File: src/conv3x3_clamp_u8_assert.svh
// Assertion macros shared by the 3x3 convolution block.
// Expects i_clk and i_rst_n in the scope where a macro is used.
`ifndef CONV3X3_CLAMP_U8_ASSERT_SVH
`define CONV3X3_CLAMP_U8_ASSERT_SVH

// The consequent must hold in the same cycle as the antecedent.
`define C3C_ASSERT_NOW(label, ante, cons) \
    label: assert property (@(posedge i_clk) disable iff (!i_rst_n) (ante) |-> (cons)) \
        else $error("c3c assertion failed");

// The consequent must hold in the cycle after the antecedent.
`define C3C_ASSERT_NEXT(label, ante, cons) \
    label: assert property (@(posedge i_clk) disable iff (!i_rst_n) (ante) |=> (cons)) \
        else $error("c3c assertion failed");

`endif

File: src/c3c_pkg.sv
// Shared constants, types and register codes of the 3x3 convolution block.
// Used by the cell, output and top-level modules and the testbench; depends on nothing.
package c3c_pkg;

    localparam int IMAGE_WIDTH    = 64;
    localparam int IMAGE_HEIGHT   = 64;
    localparam int COEF_FRAC_BITS = 8;

    localparam int COL_W        = $clog2(IMAGE_WIDTH);
    localparam int ROW_W        = $clog2(IMAGE_HEIGHT);
    localparam int PIX_W        = 8;
    localparam int POS_W        = 6;
    localparam int WEIGHT_W     = 16;
    localparam int TAPS_PER_ROW = 3;
    localparam int CFG_W        = WEIGHT_W * TAPS_PER_ROW;
    localparam int CFG_INDEX_W  = 2;

    // A signed weight times a zero-extended pixel, then sums of three.
    localparam int PROD_W    = WEIGHT_W + PIX_W + 1;
    localparam int ROW_SUM_W = PROD_W + 2;
    localparam int ACC_W     = ROW_SUM_W + 2;

    localparam int OUT_TDATA_W = 24;
    localparam int TDATA_PAD_W = OUT_TDATA_W - PIX_W - 2 * POS_W;
    localparam int PIX_MAX     = 255;

    typedef logic [PIX_W-1:0] t_pix;
    typedef logic [POS_W-1:0] t_pos;

    typedef enum logic [CFG_INDEX_W-1:0] {
        REG_KERNEL_TOP    = 2'd0,
        REG_KERNEL_MIDDLE = 2'd1,
        REG_KERNEL_BOTTOM = 2'd2
    } t_cfg_index;

    // Load enables of the pipeline, handed from the top level to the cells.
    typedef struct packed {
        logic accept;     // an input item is taken this cycle
        logic load_prod;  // product registers load
        logic load_sum;   // row sum registers load
    } t_pipe_ctrl;

    typedef struct packed {
        t_pos row;
        t_pos col;
        logic last;
    } t_meta;

endpackage

File: src/c3c_cell.sv
// One kernel row cell: two window taps, three weight multiplies and a row sum.
// Depends on c3c_pkg.
module c3c_cell (
    input  logic                               i_clk,
    input  c3c_pkg::t_pipe_ctrl                i_ctrl,
    input  logic [c3c_pkg::CFG_W-1:0]          i_weights,
    input  c3c_pkg::t_pix                      i_right,
    output logic signed [c3c_pkg::ROW_SUM_W-1:0] o_row_sum
);

    c3c_pkg::t_pix                          r_tap_left;
    c3c_pkg::t_pix                          r_tap_mid;
    c3c_pkg::t_pix                          pix     [c3c_pkg::TAPS_PER_ROW];
    logic signed [c3c_pkg::WEIGHT_W-1:0]    weight  [c3c_pkg::TAPS_PER_ROW];
    logic signed [c3c_pkg::PROD_W-1:0]      n_prod  [c3c_pkg::TAPS_PER_ROW];
    logic signed [c3c_pkg::PROD_W-1:0]      r_prod  [c3c_pkg::TAPS_PER_ROW];
    logic signed [c3c_pkg::ROW_SUM_W-1:0]   r_row_sum;

    always_comb begin
        pix[0] = r_tap_left;
        pix[1] = r_tap_mid;
        pix[2] = i_right;
        for (int k = 0; k < c3c_pkg::TAPS_PER_ROW; k++) begin
            weight[k] = $signed(i_weights[k*c3c_pkg::WEIGHT_W +: c3c_pkg::WEIGHT_W]);
            n_prod[k] = weight[k] * $signed({1'b0, pix[k]});
        end
    end

    always_ff @(posedge i_clk) begin
        if (i_ctrl.accept) begin
            r_tap_left <= r_tap_mid;
            r_tap_mid  <= i_right;
        end
        if (i_ctrl.load_prod) begin
            for (int k = 0; k < c3c_pkg::TAPS_PER_ROW; k++) begin
                r_prod[k] <= n_prod[k];
            end
        end
        if (i_ctrl.load_sum) begin
            r_row_sum <= c3c_pkg::ROW_SUM_W'(r_prod[0])
                       + c3c_pkg::ROW_SUM_W'(r_prod[1])
                       + c3c_pkg::ROW_SUM_W'(r_prod[2]);
        end
    end

    assign o_row_sum = r_row_sum;

endmodule

File: config.mk
export PLATFORM = sky130hd
export DESIGN_NAME = c3c_cell
export DESIGN_NICKNAME = d
export VERILOG_FILES = /design/src/conv3x3_clamp_u8_assert.svh /design/src/c3c_pkg.sv /design/src/c3c_cell.sv
export SDC_FILE = /design/constraint.sdc
export NUM_CORES = 1
export LEC_CHECK = 0
export BUFFER_PORTS_ARGS = -buffer_cell sky130_fd_sc_hd__buf_2
export CAP_MARGIN = 30
export CORE_MARGIN = 2
export CORE_UTILIZATION = 35
export DETAILED_ROUTE_END_ITERATION = 16
export HOLD_SLACK_MARGIN = 0.02
export PLACE_DENSITY_LB_ADDON = 0.08
export SLEW_MARGIN = 10
export SYNTH_ARGS = -nofsm -noshare
export SYNTH_HDL_FRONTEND = slang
export SYNTH_SLANG_ARGS = --single-unit
File: constraint.sdc
create_clock -name i_clk -period 5.6 [get_ports i_clk]
set_input_delay 0.28 -clock i_clk [delete_from_list [all_inputs] [get_ports i_clk]]
set_output_delay 0.28 -clock i_clk [all_outputs]
set_load 0.02 [all_outputs]
Word-level counts from Yosys, hierarchy flattened

Memories as Yosys holds them, arrays and structs flattened.
Cells that the tools add are included.

Flip-flop bits (word level): 43
Bits in latches: 0
Memory bits (writable): 75
Bits in read-only memories: 0
Input port bits: 60
Output and inout port bits: 27
Memories: 1

$add $sub $neg: 2
Multipliers: 3
Div/mod/pow operators: 0
Magnitude comparators: 0
Equal/unequal tests: 0
Shift-type cells: 0
Mux-type cells: 2
Bitwise logic cells: 0
Reduce and logical (&&, ||, !) cells: 0

Memories:

| memory | words | width | read ports | clocked after Yosys merged registers in | write ports | line           | text |
|---|---|---|---|---|---|---|---|
| r_prod | 3     | 25    | 3          | 0                                       | 3           | c3c_cell.sv:16 | `logic signed [c3c_pkg::PROD_W-1:0] r_prod [c3c_pkg::TAPS_PER_ROW];` |

Operator list:

| kind           | number |
|---|---|
| $mul 16x9->25  | 3 |
| $add 26x25->27 | 1 |
| $add 25x25->26 | 1 |
| $mux 1         | 2 |

Longest topological paths before layout

Word-level depth: 2
Mapped depth: 19

Least setup slack after synthesis

OpenSTA, ideal clock, no wires.

Path type: register to register
From: register r_tap_left[0]
To: memory r_prod[0][24] (netlist name), data pin
Arrival time: 4449 ps
Slack: 884 ps
Stages on the path, launching flop included: 18
Buffers on the path: 1
Period minus slack after synthesis: 4716 ps
Cell sequence: edfxtp_1 clkbuf_1 nand2_1 fa_1 inv_1 fa_1 inv_1 fa_1 fa_1 inv_1 ha_1 o21a_1 o31a_1 o41a_1 a21oi_2 o31a_2 mux2i_1 nand4_1

RTL lines:

| item                   | line           | text |
|---|---|---|
| from (decl)            | c3c_cell.sv:11 | `c3c_pkg::t_pix r_tap_left;` |
| from (signal assigned) | c3c_cell.sv:31 | `r_tap_left <= r_tap_mid;` |
| to (decl)              | c3c_cell.sv:16 |  |

==> results by group <==
Timing
  – Min cycle time layout: around 5200 ps
  – Final setup fails: 0
  – Fmax achieved: roughly 0.19 GHz
  – Final hold slack: 213 ps
  – Final slew viol count: 0
  – Setup TNS: 0 ps
  – Period utilization: 93.7%
  – Worst-margin pin slew: 898 ps
  – Unrepaired setup endpoints after global routing: no
  – Max_slew headroom: ~40%
  – Final Hold Fails: 0
  – Clock Skews: between 15 and 20 ps

Critical path
  – Max stage delay cell, worst path: edfxtp_1
  – CP required: 5820 ps
  – Setup crit start kind: register
  – Critical path's top delay family: adder cells
  – Worst R2R End: r_prod[0][21]
  – Worst reg-to-reg setup slack: roughly 350 ps
  – Max FO, Critical Path: 16
  – RR Startpoint: r_tap_left[3]
  – R2R cell count: 16
  – Max incr delay on CP: around 800 ps
  – Cell mode on critical path: fa_1
  – Crit path DAT: roughly 5500 ps
  – Crit path cell chain: nand2_1 -> fa_1 -> fa_1 -> inv_1 -> fa_1 -> inv_1 -> fa_1 -> inv_1 -> ha_1 -> nor2_1 -> nor3_1 -> a21oi_2 -> a211oi_1 -> o2111ai_1 -> a21oi_1 -> xor2_1
  – Crit path capture type: register
  – Buf/Inv on CP: 3
  – Worst setup path class: register to register

Clocking
  – Post-CTS Resized: 0
  – Clk_lat worst skew: 440 ps
  – Root Driver: clkbuf_16
  – Sink Count: 118
  – CTS tree: done
  – Num CTS Buffers: 17
  – Hold_buf cts: 0
  – Clock Pin Slew Worst Setup and Hold Paths: approximately 50 ps
  – CTS max path bufs: 2
  – H-tree depth: 4

Placement
  – GP Congestion: 0.786
  – Detail Placement HPWL: roughly 38 mm
  – Area after DPL: roughly 0.02 mm^2
  – # port buffers: 86

Synth
  – Seq/Total Area, Yosys: a little under a fifth
  – Post-synth top area share: about a third
  – Main flop type after synthesis: edfxtp_1
  – Syn Std Cell Area: just under 0.02 mm^2
  – Synthesized flop and latch total: ~120
  – Area contributors post-synth: fa_1, edfxtp_1, ha_1
  – Synth area leader: fa_1
  – Post-Syn Instances: 1,982
  – Syn Area/Cell: 9.72 um^2
  – Async SR Flop Fraction: 0%
  – Synth unique cells: 64
  – Syn Nets: ~2,500
  – Yosys warns: 0
  – EDFF count, synth: ~120

Detailed routing
  – DRT antenna net count: 0
  – Post-Route WL: between 40 and 50 mm
  – Vias per cell: approximately 4.7
  – Drc violations: 0
  – WL/cell: 15.9 um
  – Via count: 12,938
  – 1st-iter DRT viols: about 610
  – Router iterations before antenna repair: 5

Min path
  – Worst hold path type: input pin to register
  – Critical hold path startpoint: i_ctrl[1]
  – Hold Crit Depth: 1
  – Worst hold endpoint: r_prod[0][2]

Layout
  – Final nets: between 2,000 and 3,000
  – Area grow syn2layout: 9.37%
  – Fin util: about two fifths
  – Post-route cell area: around 0.021 mm^2
  – Commonest cells after routing, fill and taps aside: inv_1, fa_1, nand2_1, and2_1, ha_1
  – Layout cells sized above 1: about 7.3%
  – Most common cell after layout, fill and taps aside: inv_1

Floorplan
  – Die Area: roughly 0.057 mm^2
  – Die H: 239 um
  – Site Rows: 86
  – IO Count: 87
  – Initial cell density of the core: between 30% and 40%
  – Die X: 239 um
  – Core area: roughly 0.055 mm^2

Global routing
  – Vias in the first global route: about 14,000
  – First-pass GRT wire length: about 74 mm
  – Largest net degree at the start of global routing: between 60 and 70
  – All-layer global routing usage: between 10% and 20%
  – Initial antenna violation count: 10
  – Total global routing overflow: 0

Outcome
  – Status: completed

Flow run
  – Max_cap viols: 0
==> per-stage QoR <==
stage                     setup WS, ps  instances
after floorplan                    884       1982
after global placement             313       2742
after detailed placement           336       2742
after CTS                          310       2773
after global routing              26.6       2777
final                              351       2778
==> Yosys cell counts, types with 3 or more instances <==
master and instances:
inv_1 471, fa_1 332, nand2_1 220, and2_1 211, ha_1 175, edfxtp_1 118, a21oi_1 76, xnor2_1 58
nor2_1 39, clkbuf_1 31, a21o_1 29, xor2_1 26, o21ai_0 22, nor3_1 17, o21ai_1 14, nand3_1 13
nand4_1 12, nand2b_1 11, o21bai_1 8, nor2b_1 7, a211oi_1 6, a21oi_2 6, a31oi_1 6, and3_1 5
o211ai_1 5, o31ai_1 5, o21a_1 4, a2111oi_0 3, buf_2 3, nor4_1 3, o311ai_1 3, or3_1 3
==> kinds of logic after synthesis <==
logic type	Yosys count	share of synthesized area, %
AOI/OAI and AO/OA	219	7.75
and+or+nand+nor	546	14.2
buffers and inverters	506	9.88
adders and majority gates	507	45.9
muxes	2	0.104
DFF	118	18.4
xor gates and xnor gates	84	3.82
==> metal layers <==
layer	track usage [%]	vias to the layer above	share of wire, %
met5	0	-	0.23
met4	2.58	14	0.74
met3	3.06	34	3.7
met2	26.9	177	45
met1	23.8	6413	50
li1	-	6300	-
==> sequential cells by signal, indices dropped and copies added, names as in the netlist <==
name,cells
r_tap_left,8
r_tap_mid,8
o_row_sum,27
r_prod,75
==> final cells by class <==
cell class                      instances  area (um^2)
Fill cell                            5540        33700
Multi-Input combinational cell       1358        13800
Sequential cell                       118         3540
Inverter                              472         1770
Tap cell                              704          881
Timing Repair Buffer                   94          490
Clock buffer                           17          425
Clock inverter                         14          138
Antenna cell                            1         2.50
==> worst max path at each step <==
| stage | start | to | slack [ps] | depth (start not counted) |
|---|---|---|---|---|
| CTS | r_tap_left[0] | r_prod[0][21] | 310 | 16 |
| finish | r_tap_left[3] | r_prod[0][21] | 350 | 16 |
| floorplan | r_tap_left[0] | r_prod[0][24] | 880 | 17 |
| detailed placement | r_tap_left[0] | r_prod[0][21] | 340 | 16 |
| global route | r_tap_left[3] | r_prod[0][21] | 30 | 16 |
| global placement | r_tap_left[0] | r_prod[0][21] | 310 | 16 |
==> what timing repair did <==
action | CTS | global route
endpoints found under the setup margin | 0 | 1
endpoints found under the hold margin | 0 | 0
setup buffers | 0 | 4
Power is not shown: default switching activity piles up to over one toggle a cycle in this logic, so the estimate is an artifact.
