## src/conv3x3_clamp_u8_assert.svh

```systemverilog
// Assertion macros shared by the 3x3 convolution block.
// Expects i_clk and i_rst_n in the scope where a macro is used.
`ifndef CONV3X3_CLAMP_U8_ASSERT_SVH
`define CONV3X3_CLAMP_U8_ASSERT_SVH

// The consequent must hold in the same cycle as the antecedent.
`define C3C_ASSERT_NOW(label, ante, cons) \
    label: assert property (@(posedge i_clk) disable iff (!i_rst_n) (ante) |-> (cons)) \
        else $error("c3c assertion failed");

// The consequent must hold in the cycle after the antecedent.
`define C3C_ASSERT_NEXT(label, ante, cons) \
    label: assert property (@(posedge i_clk) disable iff (!i_rst_n) (ante) |=> (cons)) \
        else $error("c3c assertion failed");

`endif

```

## src/c3c_pkg.sv

```systemverilog
// Shared constants, types and register codes of the 3x3 convolution block.
// Used by the cell, output and top-level modules and the testbench; depends on nothing.
package c3c_pkg;

    localparam int IMAGE_WIDTH    = 64;
    localparam int IMAGE_HEIGHT   = 64;
    localparam int COEF_FRAC_BITS = 8;

    localparam int COL_W        = $clog2(IMAGE_WIDTH);
    localparam int ROW_W        = $clog2(IMAGE_HEIGHT);
    localparam int PIX_W        = 8;
    localparam int POS_W        = 6;
    localparam int WEIGHT_W     = 16;
    localparam int TAPS_PER_ROW = 3;
    localparam int CFG_W        = WEIGHT_W * TAPS_PER_ROW;
    localparam int CFG_INDEX_W  = 2;

    // A signed weight times a zero-extended pixel, then sums of three.
    localparam int PROD_W    = WEIGHT_W + PIX_W + 1;
    localparam int ROW_SUM_W = PROD_W + 2;
    localparam int ACC_W     = ROW_SUM_W + 2;

    localparam int OUT_TDATA_W = 24;
    localparam int TDATA_PAD_W = OUT_TDATA_W - PIX_W - 2 * POS_W;
    localparam int PIX_MAX     = 255;

    typedef logic [PIX_W-1:0] t_pix;
    typedef logic [POS_W-1:0] t_pos;

    typedef enum logic [CFG_INDEX_W-1:0] {
        REG_KERNEL_TOP    = 2'd0,
        REG_KERNEL_MIDDLE = 2'd1,
        REG_KERNEL_BOTTOM = 2'd2
    } t_cfg_index;

    // Load enables of the pipeline, handed from the top level to the cells.
    typedef struct packed {
        logic accept;     // an input item is taken this cycle
        logic load_prod;  // product registers load
        logic load_sum;   // row sum registers load
    } t_pipe_ctrl;

    typedef struct packed {
        t_pos row;
        t_pos col;
        logic last;
    } t_meta;

endpackage

```

## src/c3c_out.sv

```systemverilog
// Final adder, clamp to 8 bits and the output register of the result channel.
// Depends on c3c_pkg.
module c3c_out (
    input  logic                                 i_clk,
    input  logic                                 i_rst_n,
    input  logic                                 i_load,
    input  logic                                 i_valid,
    input  c3c_pkg::t_meta                       i_meta,
    input  logic signed [c3c_pkg::ROW_SUM_W-1:0] i_sum_top,
    input  logic signed [c3c_pkg::ROW_SUM_W-1:0] i_sum_mid,
    input  logic signed [c3c_pkg::ROW_SUM_W-1:0] i_sum_bot,
    output logic                                 o_valid,
    output c3c_pkg::t_pix                        o_value,
    output c3c_pkg::t_meta                       o_meta
);

    logic signed [c3c_pkg::ACC_W-1:0] acc;
    logic [c3c_pkg::ACC_W-1:0]        mag;
    c3c_pkg::t_pix                    n_value;
    logic                             r_valid;
    c3c_pkg::t_pix                    r_value;
    c3c_pkg::t_meta                   r_meta;

    always_comb begin
        acc = c3c_pkg::ACC_W'(i_sum_top) + c3c_pkg::ACC_W'(i_sum_mid)
            + c3c_pkg::ACC_W'(i_sum_bot);
        mag = c3c_pkg::ACC_W'($unsigned(acc) >> c3c_pkg::COEF_FRAC_BITS);
        // Negative sums give zero; otherwise the fraction is truncated and capped.
        if (acc[c3c_pkg::ACC_W-1]) begin
            n_value = '0;
        end else if (|mag[c3c_pkg::ACC_W-1:c3c_pkg::PIX_W]) begin
            n_value = c3c_pkg::PIX_W'(c3c_pkg::PIX_MAX);
        end else begin
            n_value = mag[c3c_pkg::PIX_W-1:0];
        end
    end

    always_ff @(posedge i_clk) begin
        if (!i_rst_n) begin
            r_valid <= 1'b0;
        end else if (i_load) begin
            r_valid <= i_valid;
        end
        if (i_load) begin
            r_value <= n_value;
            r_meta  <= i_meta;
        end
    end

    assign o_valid = r_valid;
    assign o_value = r_value;
    assign o_meta  = r_meta;

endmodule

```

## config.mk

```make
export PLATFORM = sky130hd
export DESIGN_NAME = c3c_out
export DESIGN_NICKNAME = d
export VERILOG_FILES = /design/src/conv3x3_clamp_u8_assert.svh /design/src/c3c_pkg.sv /design/src/c3c_out.sv
export SDC_FILE = /design/constraint.sdc
export NUM_CORES = 1
export LEC_CHECK = 0
export BUFFER_PORTS_ARGS = -buffer_cell sky130_fd_sc_hd__clkbuf_2
export CORE_AREA = 2 2 97 71
export CTS_CLUSTER_SIZE = 16
export DETAILED_ROUTE_END_ITERATION = 10
export DIE_AREA = 0 0 99 73
export PLACE_DENSITY = 0.83
export SLEW_MARGIN = 40
export SYNTH_ARGS = -nofsm -noshare
export SYNTH_HDL_FRONTEND = slang
export SYNTH_SLANG_ARGS = --single-unit
export TNS_END_PERCENT = 10
```

## constraint.sdc

```tcl
create_clock -name i_clk -period 4.88 [get_ports i_clk]
set_clock_uncertainty 0.15 [all_clocks]
set_input_delay 0.244 -clock i_clk [delete_from_list [all_inputs] [get_ports i_clk]]
set_output_delay 0.244 -clock i_clk [all_outputs]
set_load 0.005 [all_outputs]
```

; ---- Word level (Yosys, flattened, before mapping)
; Cells that the tools add are included.
; W data, S select, Z words.
[word_totals]
elab_cells = 9
out_inout_bits = 22
in_bits = 98
register_bits = 22
[classes]
n_reduce_logical = 1
muxes = 1
addsub = 2
[op_table]
columns = operator, n
row1 = $add A28 B27 Y29, 1
row2 = $add A27 B27 Y28, 1
row3 = $reduce_or A13 Y1, 1
row4 = $mux W8, 1

; ---- Logic depth before layout (Yosys ltp)
; Gate-level depths: netlist of run 1.
[logic_depth]
depth_word = 4
ltp_mapped = 12

; ---- Least setup slack after synthesis of run 1
; No wires, ideal clock.
[synth_path]
path_kind = in2reg
from = input port i_sum_top[4] in the netlist's numbering
to = register r_value[0], in the netlist o_value[0] (data pin)
path_buffers = 0
arrival_time_ps = 3161
stages = 12
required_time_ps = 4456
setup_ps = 274
setup_slack_ps = 1295
path_cell_list = inv_1 > fa_1 > inv_1 > ha_1 > o21a_1 > o2111a_2 > a211oi_4 > o21bai_1 > xor2_1 > or4b_4 > nor4_4 > a21oi_1
[synth_between]
elab_chain_len = 4
[synth_rtl]
columns = item, line_no
row1 = "start, declared", c3c_out.sv:9  ; input logic signed [c3c_pkg::ROW_SUM_W-1:0] i_sum_top,
row2 = $add A27 B27 Y28 *, c3c_out.sv:25  ; acc = c3c_pkg::ACC_W'(i_sum_top) + c3c_pkg::ACC_W'(i_sum_mid)
row3 = $add A28 B27 Y29 *, c3c_out.sv:26  ; + c3c_pkg::ACC_W'(i_sum_bot);
row4 = $reduce_or A13 Y1, c3c_out.sv:31  ; end else if (|mag[c3c_pkg::ACC_W-1:c3c_pkg::PIX_W]) begin
row5 = $mux W8, c3c_out.sv:31
row6 = "end signal, assigned", c3c_out.sv:45  ; r_value <= n_value;
row7 = "end, declared", c3c_out.sv:21  ; c3c_pkg::t_pix r_value;
; Every way passes the cells marked *; elsewhere a longest branch is shown, timed or not.
; A chain may end at the register's enable or synchronous reset.

; ---- Worst setup path in the final report of run 1
[layout_path]
from = input port i_sum_top[3] in the netlist's numbering
to = register r_value[3], in the netlist o_value[3] (data pin)
; Same word-level chain as after synthesis.

==> reports/results.tsv, run 1 <==
metric	value	unit
Synth top cells by count	inv_1, a21oi_1, ha_1	
Arr. time, crit path	3550	ps
H-tree Lvls	1	
fin cells	496	
Post-Place Cells	489	
DR vias	2590	
detailed placement HPWL	5720	um
Routed WL	6490	um
WP data required	4720	ps
net switching power of the design	404	uW
Worst-Skew Late Latency	260	ps
pins over their slew limit	0	
Worst Max-Slew Pin Slew	706	ps
cts hold-fix bufs	0	
fin util	55.4	%
Synth Area in Adders	31.0	%
mapped cell area	0.00277	mm^2
first-pass GRT wire length	11000	um
post-synthesis sequential area ratio	23.5	%
DRC violations left	0	
P_int	567	uW
power density cells	274	mW/mm^2
TritonCTS Buffers	3	
die width	99	um
Comb power frac	62.1	%
Post-Synth XOR/XNOR Area	3.16	%
main combinational cell family by area after synthesis	adder cells	
Synth top area share	22.8	%
layout cell share with drive strength beyond 1	32.8	%
Yosys top cell by area	edfxtp_1	
Initial Utilization	43.2	%
FP Rows	25	
DR iter-0 viols	117	
gr ovfl total	0	
RSZ-0062 raised after global routing	no	
die height	73	um
Post-synth EDFFs	21	
antenna violations before repair	0	
Final Cycle Share	76.1	%
status	completed	
port buffer count	119	
Synth area leaders	edfxtp_1, fa_1, ha_1	
post-DR vias/cell	5.22	
MaxCap Viol Count	0	
Pre-antenna DRT Iters	4	
multiplexer area fraction after synthesis	2.21	%
most common cell in the synthesized netlist	inv_1	
post-route ant nets	0	
min cycle time layout	3710	ps
Area growth, synth to finish	28.1	%
switching share of power	41.6	%
post-synthesis simple-gate area fraction	12.7	%
largest net degree at the start of global routing	23	
Setup crit end kind	register	
Resize count post-CTS	0	
DP Area	0.00346	mm^2
peak supply drop	0.116	mV
ANT cells	0	
Final Hold Viols	0	
CTS clk-pin slew, worst paths	70	ps
full die area	0.00723	mm^2
root buffer cell	clkbuf_8	
Clock Power Share	12.9	%
Min-Delay Path Class	in -> reg	
number of I/O pins	120	
FMAX	269	MHz
design area	0.00355	mm^2
dominant synthesized flop cell	edfxtp_1	
Async S/R FF share, synth	0	%
nets	567	
vias in the first global route	2566	
setup_tns	0	ps
Clock Path Buffers	2	
gr busiest metal	met2	
Slew HR	52.4	%
Pleak	0.00171	uW
crit start category	input pin	
CTS tree	built	
Ys Warns	0	
crit path max fanout	8	
core area	0.00641	mm^2
routability cong.	0.837	
M3 GR Usage	1.82	%
complex-gate fraction of the synthesized area	21.6	%
met1 Usage GRT	23.7	%
synthesized flop and latch total	22	
register share of total power	25.0	%
Synthesized Nets	441	
Synth cell types	50	
buffers inserted during post-CTS setup optimization	0	
Syn Area/Cell	9.56	um^2
worst setup path class	in -> reg	
Syn Inst Count	290	
GRT Total Usage	18.3	%
CTS sink count	22	
# setup viols final	0	
Avg WL per Cell	13.1	um
met2 usage	33.4	%
## registers in the layout (all words and copies together), names as in the netlist
signal and count:
o_valid 1, o_meta 13, o_value 8
## power by group through the flow
stage / Clock [uW] / Combinational, uW / Sequential (uW)
after floorplan: 0 / 418 / 250
after global placement: 0 / 577 / 247
after detailed placement: 0 / 597 / 248
after CTS: 131 / 601 / 243
after global routing: 137 / 680 / 245
final: 125 / 603 / 243
## layer usage
layer / share of wire [%] / vias to the layer above
met1: 44 / 1202
li1: - / 1290
met2: 49 / 90
met4: 0.62 / 0
met5: 0 / -
met3: 5.6 / 8
## worst paths after layout
kind                                      startpoint  slack, ps                        to  cells past startpoint
worst min register to register  o_valid$_SDFFE_PN0P_        380      o_valid$_SDFFE_PN0P_                      2
worst min-delay path                      i_meta[11]         10      o_meta[11]$_DFFE_PP_                      1
worst max register to register  o_valid$_SDFFE_PN0P_       4130      o_valid$_SDFFE_PN0P_                      2
worst max-delay path                    i_sum_top[3]       1170  o_value[3]$_SDFFCE_PP0P_                     13
## critical path, stage by stage
cell and delay (ps):
clkbuf_2 80, inv_1 40, fa_1 520, inv_1 40, ha_1 300, a21oi_1 320
o211ai_1 220, a22oi_1 460, nand3_1 200, a311oi_1 340, xnor2_1 150, nor4_4 480
a21oi_1 140
## kinds of logic (layout without fill, tap and decap cells)
family	after synthesis	after routing
XOR/XNOR	10	10
buffers and inverters	43	168
flip-flops	22	22
multiplexers	6	6
AO/OA/AOI/OAI	88	88
adder cells (fa/ha/maj)	53	53
AND/OR/NAND/NOR	68	68
## area by class of cell
cell class	instances	area (um^2)
fill	576	2860
multi-input combinational	225	1960
sequential	22	651
timing repair buffer	122	626
inverter	42	158
tap	81	101
clock buffer	4	55.1
## through the flow
step	total power, uW	hold WS [ps]	worst slack [ps]
finish	971	10.2	1170
global route	1060	0.934	865
detailed placement	844	273	903
global placement	824	272	1060
CTS	974	0.473	1180
floorplan	669	193	1290
## cell usage in the layout (no fill, tap or decap), types with 3 or more instances in the layout
cell type,synthesis,final
ha_1,27,27
fa_1,26,26
a211oi_1,3,3
nor2_1,15,15
edfxtp_1,21,21
nand3_1,5,5
o21a_1,4,4
a21oi_1,38,38
dlygate4sd3_1,0,3
xnor2_1,7,7
inv_1,42,42
clkbuf_2,0,119
a311oi_1,3,3
o21ai_1,3,3
nor2b_1,4,4
o21bai_1,5,5
mux2i_1,5,5
clkbuf_8,0,4
nor3_1,13,13
nand2_1,17,17
xor2_1,3,3
o21ai_0,11,11
Note: power is estimated with default switching activity, not from simulation.
==> run 2, diff against run 1 <==
ABC_AREA = 1   (was unset)
CORE_AREA = 2 2 110 80   (was 2 2 97 71)
DIE_AREA = 0 0 112 82   (was 0 0 99 73)
PLACE_DENSITY = 0.8   (was 0.83)
clock period = 3.8 ns   (was 4.88 ns; I/O delays follow)
==> run 2 against run 1 <==
Against the previous run: die area up 27%; critical endpoint is now o_value[1]$_SDFFCE_PP0P_; critical path type unchanged; combinational power is 65% higher; sequential share of layout area shrank 4.0 points; clock power rose by 66%.
==> reports/results.tsv, run 2 <==
metric	value	unit	change
Synth cell types	28		-44%
largest net degree at the start of global routing	24		+4.3%
Buf/Inv on CP	2		-1
core area	0.00820	mm^2	+28%
nets	837		+48%
Comb power frac	65.3	%	+3.2 points
Synthesized Nets	701		+59%
RSZ-0062 raised after global routing	no		
Synth top area share	19.9	%	-2.8 points
most frequent CP cell	nand2_1		
Async S/R FF share, synth	0	%	unchanged
Routed WL	9110	um	+40%
antenna violations before repair	0		unchanged
Synth top cells by count	nand2_1, inv_1, nand3_1		
power density cells	336	mW/mm^2	+23%
detailed placement HPWL	8230	um	+44%
total power	1520	uW	+56%
first-pass GRT wire length	15200	um	+38%
Initial Utilization	43.9	%	+0.66 points
FP Rows	28		+12%
DP Worst Slack	629	ps	-274 ps
register share of total power	21.1	%	-3.9 points
layout cell share with drive strength beyond 1	23.8	%	-9.0 points
Slew HR	66.4	%	+14 points
vias in the first global route	3507		+37%
post-synthesis sequential area ratio	18.1	%	-5.4 points
Setup crit end kind	register		
DR iter-0 viols	222		+90%
Ys Warns	0		unchanged
Synth area leaders	nand2_1, edfxtp_1, fa_1		
root buffer cell	clkbuf_16		
DR vias	3698		+43%
highest-count cells in the layout ignoring fill and taps	nand2_1, inv_1, clkbuf_2		
WP data required	3660	ps	-1060 ps
Avg WL per Cell	11.5	um	-12%
port buffer count	119		unchanged
Resize count post-CTS	0		unchanged
P_int	820	uW	+45%
switching share of power	46.0	%	+4.4 points
peak supply drop	0.353	mV	+200%
Post-synth EDFFs	21		unchanged
Worst Max-Slew Pin Slew	505	ps	-201 ps
ANT cells	0		unchanged
CTS clk-pin slew, worst paths	50	ps	-20 ps
Yosys top cell by area	nand2_1		
Final Cycle Share	78.0	%	
most common cell in the synthesized netlist	nand2_1		
Final Hold Viols	0		unchanged
final worst slack	836	ps	-331 ps
full die area	0.00918	mm^2	+27%
Clock Power Share	13.6	%	+0.7 points
pins over their slew limit	0		unchanged
CTS sink count	22		unchanged
dominant synthesized flop cell	edfxtp_1		
# setup viols final	0		unchanged
Pleak	0.00267	uW	+55%
GRT Total Usage	20.3	%	+2.1 points
Syn Area/Cell	6.54	um^2	-32%
routability cong.	0.902		+7.8%
Arr. time, crit path	2820	ps	-730 ps
Worst-Skew Late Latency	240	ps	-20 ps
number of I/O pins	120		unchanged
setup_tns	0	ps	unchanged
synthesized flop and latch total	22		unchanged
Clock Path Buffers	2		unchanged
H-tree Lvls	1		unchanged
FMAX	337	MHz	
min cycle time layout	2960	ps	
Min-Delay Path Class	in -> reg		
gr ovfl total	0		unchanged
TritonCTS Buffers	3		unchanged
Largest register FFs	13		unchanged
Syn Inst Count	550		+90%
worst setup path class	in -> reg		
status	completed		
crit path max fanout	8		unchanged
DRC violations left	0		unchanged
mapped cell area	0.00360	mm^2	+30%
critical path's top delay family	simple AND/OR/NAND/NOR gates		
die width	112	um	+13%
Area growth, synth to finish	25.8	%	
Pre-antenna DRT Iters	4		unchanged
post-route ant nets	0		unchanged
post-DR vias/cell	4.68		-10%
MaxCap Viol Count	0		unchanged
Post-Place Cells	773		+58%
fin cells	790		+59%
crit start category	input pin		
CTS tree	built		
net switching power of the design	699	uW	+73%
highest-delay cell along the critical path	fa_1		
fin util	55.2	%	-0.15 points
Largest stage delay, worst path	470	ps	-50 ps
most common cell after layout, fill and taps aside	nand2_1		
die height	82	um	+12%
CP Cell Sequence	clkbuf_2, fa_1, ha_1, nand2_2, nor2_2, nand2_1, nor3_1, nand2_1, nand4_1, nand2_1, nor2_1, nand2_1, nor2_4, nand3_1, nand2_1, inv_1		
==> run 2: logic make-up (layout without fill, tap and decap cells) <==
logic type | Yosys count | in the layout | share of synthesized area, %
AND/OR/NAND/NOR | 295 | 295 | 36.9
buffers and inverters | 147 | 282 | 15.4
adder cells (fa/ha/maj) | 53 | 53 | 23.9
AO/OA/AOI/OAI | 25 | 25 | 3.76
flip-flops | 22 | 22 | 18.1
XOR/XNOR | 8 | 8 | 1.95
==> run 2: final cells by class <==
| cell class | instances | area [um^2] |
|---|---|---|
| clock buffer | 3 | 75.1 |
| clock inverter | 1 | 3.75 |
| fill | 824 | 3670 |
| inverter | 146 | 548 |
| multi-input combinational | 381 | 2390 |
| sequential | 22 | 651 |
| tap | 105 | 131 |
| timing repair buffer | 132 | 726 |
==> run 2: tightest hold or removal path, delay by kind of cell <==
family          cells  cell delay [ps]
compound gates      1               50
buf+inv             2              120
==> run 2: final timing paths <==
kind	end	slack (ps)	from	cells past startpoint
worst max-delay path	o_value[1]$_SDFFCE_PP0P_	840	i_sum_top[22]	16
worst min-delay path	o_valid$_SDFFE_PN0P_	10	i_valid	3
worst max register to register	o_valid$_SDFFE_PN0P_	3000	o_valid$_SDFFE_PN0P_	2
worst min register to register	o_valid$_SDFFE_PN0P_	400	o_valid$_SDFFE_PN0P_	2
==> run 2: timing repair <==
item | CTS | global route
endpoints found under the setup margin | 0 | 0
endpoints found under the hold margin | 13 | 0
hold buffers | 13 | 0
buffers inserted | 0 | 0
==> run 2: power by group through the flow <==
stage,Clock [uW],Combinational [uW],Sequential (uW)
final,207,992,320
after global routing,225,1120,323
after CTS,215,984,321
after detailed placement,0,968,326
after global placement,0,953,325
after floorplan,0,685,330
==> run 2: stage by stage <==
step / hold slack [ps] / instance area (um^2)
4_1_cts: 16.3 / 4530
5_1_grt: 20.9 / 4530
3_5_place_dp: 219 / 4320
3_3_place_gp: 218 / 4320
2_1_floorplan: 133 / 3600
6_report: 13.3 / 4530
==> run 2: per-layer routing <==
layer  share of wire [%]  up-vias  GRT usage, %
li1                    -     1918             -
met3                 7.8       20          1.62
met4                 2.7        0          7.56
met5                   0        -             0
met2                  44      158          35.7
met1                  46     1602          26.7
==> run 3, diff against run 2 <==
clock period = 2.9 ns   (was 3.8 ns; I/O delays follow)
==> run 3 against run 2 <==
Against the previous run: register-to-register slack worse by 1500 ps; clock-buffer cell count is 1 higher; hold slack gained 330 ps; cell area increased by 16%; flip-flop and latch count unchanged; first-iteration DRC count increased by 1.8%; die area did not move; sequential share of layout area down 2.0 points; core utilization increased by 8.7 points; worst setup slack lost 710 ps; largest power group unchanged; highest routed layer unchanged.
==> reports/results.tsv, run 3 (synthesis gave the netlist of run 2 again) <==
metric	value	unit	change
Post-Place Cells	809		+4.7%
crit start category	input pin		
gr ovfl total	0		unchanged
root buffer cell	clkbuf_16		
core area	0.00820	mm^2	unchanged
Arr. time, crit path	2630	ps	-190 ps
DRC violations left	0		unchanged
r2r setup slk	1500	ps	-1500 ps
detailed placement HPWL	8610	um	+4.6%
Avg WL per Cell	12.6	um	+9.6%
die width	112	um	unchanged
antenna violations before repair	0		unchanged
min cycle time layout	2770	ps	
largest net degree at the start of global routing	24		unchanged
design area	0.00524	mm^2	+16%
full die area	0.00918	mm^2	unchanged
# setup viols final	0		unchanged
Final Cycle Share	95.6	%	
Comb power frac	70.2	%	+4.9 points
MaxCap Viol Count	0		unchanged
Routed WL	10500	um	+15%
Largest stage delay, worst path	540	ps	+70 ps
Setup crit end kind	register		
crit path max fanout	8		unchanged
fin cells	832		+5.3%
ANT cells	0		unchanged
most common cell after layout, fill and taps aside	nand2_1		
highest-delay cell along the critical path	fa_1		
Fill cells	694		-16%
Min-Delay Path Class	in -> reg		
first-pass GRT wire length	16200	um	+6.5%
port buffer count	119		unchanged
TritonCTS Buffers	3		unchanged
H-tree Lvls	1		unchanged
Pleak	0.00290	uW	+8.8%
FP Rows	28		unchanged
worst setup path class	in -> reg		
routability cong.	0.963		+6.7%
fin util	63.9	%	+8.7 points
highest-count cells in the layout ignoring fill and taps	nand2_1, inv_1, clkbuf_2		
Area growth, synth to finish	45.6	%	
Slew HR	65.2	%	-1.2 points
worst hold margin	340	ps	+326 ps
GRT Total Usage	21.9	%	+1.5 points
net switching power of the design	1070	uW	+52%
die height	82	um	unchanged
Initial Utilization	43.9	%	unchanged
power density cells	465	mW/mm^2	+39%
DP Area	0.00459	mm^2	+6.3%
layout cell share with drive strength beyond 1	35.5	%	+12 points
status	completed		
P_int	1370	uW	+67%
DP Worst Slack	-215	ps	-845 ps
Pre-antenna DRT Iters	5		+1
Clock Power Share	12.6	%	-1.0 points
Clock Path Buffers	2		unchanged
FMAX	361	MHz	
register share of total power	17.2	%	-3.9 points
DR iter-0 viols	226		+1.8%
Largest register FFs	13		unchanged
most frequent CP cell	nand2_1		
WP data required	2760	ps	-900 ps
Final Hold Viols	0		unchanged
number of I/O pins	120		unchanged
CTS sink count	22		unchanged
post-DR vias/cell	4.76		+1.6%
CP Cell Sequence	clkbuf_2, inv_1, fa_1, inv_1, ha_4, nand2_1, inv_1, nand2_1, inv_1, nand2_1, nand2_1, nand2_1, nand3_1, nand2_1, nand2_1, nor2_2, nand2_1, nor2_4, nand3_2, nand2_2, inv_1		
post-route ant nets	0		unchanged
peak supply drop	0.427	mV	+21%
Worst-Skew Late Latency	250	ps	about the same
DR vias	3957		+7.0%
CTS tree	built		
Worst Max-Slew Pin Slew	523	ps	+17.9 ps
final worst slack	127	ps	-709 ps
nets	879		+5.0%
vias in the first global route	3668		+4.6%
pins over their slew limit	0		unchanged
CTS clk-pin slew, worst paths	50	ps	about the same
switching share of power	43.7	%	-2.3 points
[run 3: path summary, 6_finish.rpt]
check                                          start                        to  cells past startpoint
worst max-delay path                    i_sum_top[6]  o_value[5]$_SDFFCE_PP0P_                     21
worst min-delay path                          i_load  o_value[1]$_SDFFCE_PP0P_                      1
worst max register to register  o_valid$_SDFFE_PN0P_      o_valid$_SDFFE_PN0P_                      3
worst min register to register  o_valid$_SDFFE_PN0P_      o_valid$_SDFFE_PN0P_                      3
[run 3: through the flow]
| step | setup TNS [ps] | power (uW) |
|---|---|---|
| after floorplan | 0 | 1330 |
| after global placement | -865 | 1830 |
| after detailed placement | -1440 | 1860 |
| after CTS | 0 | 2190 |
| after global routing | -220 | 2650 |
| final | 0 | 2440 |
[run 3: worst max-delay path, delay by kind of cell]
kind                     cells  cell delay (ps)
adder cells (fa/ha/maj)      2              800
buffers and inverters        6              360
AND/OR/NAND/NOR             13             1330
[run 3: metal layers]
layer	global-route usage, %	up-vias	wire [um]
met1	28.6	1771	4560
met2	38.8	165	4870
met3	2.21	22	823
li1	-	1999	-
met4	6.83	0	246
met5	0	-	0
[run 3: power groups by stage]
| stage | Sequential, uW | Clock (uW) | Combinational [uW] |
|---|---|---|---|
| detailed placement | 427 | 0 | 1430 |
| CTS | 421 | 316 | 1450 |
| finish | 420 | 306 | 1710 |
| global route | 424 | 337 | 1890 |
| floorplan | 433 | 0 | 897 |
| global placement | 426 | 0 | 1400 |
[run 3: layout make-up]
class | instances | area (um^2) | share of cell area [%]
Inverter | 146 | 548 | 10.5
Tap cell | 105 | 131 | 2.51
Multi-Input combinational cell | 381 | 2770 | 52.9
Sequential cell | 22 | 651 | 12.4
Clock buffer | 4 | 88.8 | 1.70
Timing Repair Buffer | 174 | 1050 | 20.0
[run 3: timing repair]
item                       CTS  global route
setup buffers                0             4
hold buffers                15             0
gates resized for setup      0            67
hold endpoints to repair    14             0
setup endpoints to repair    0             8
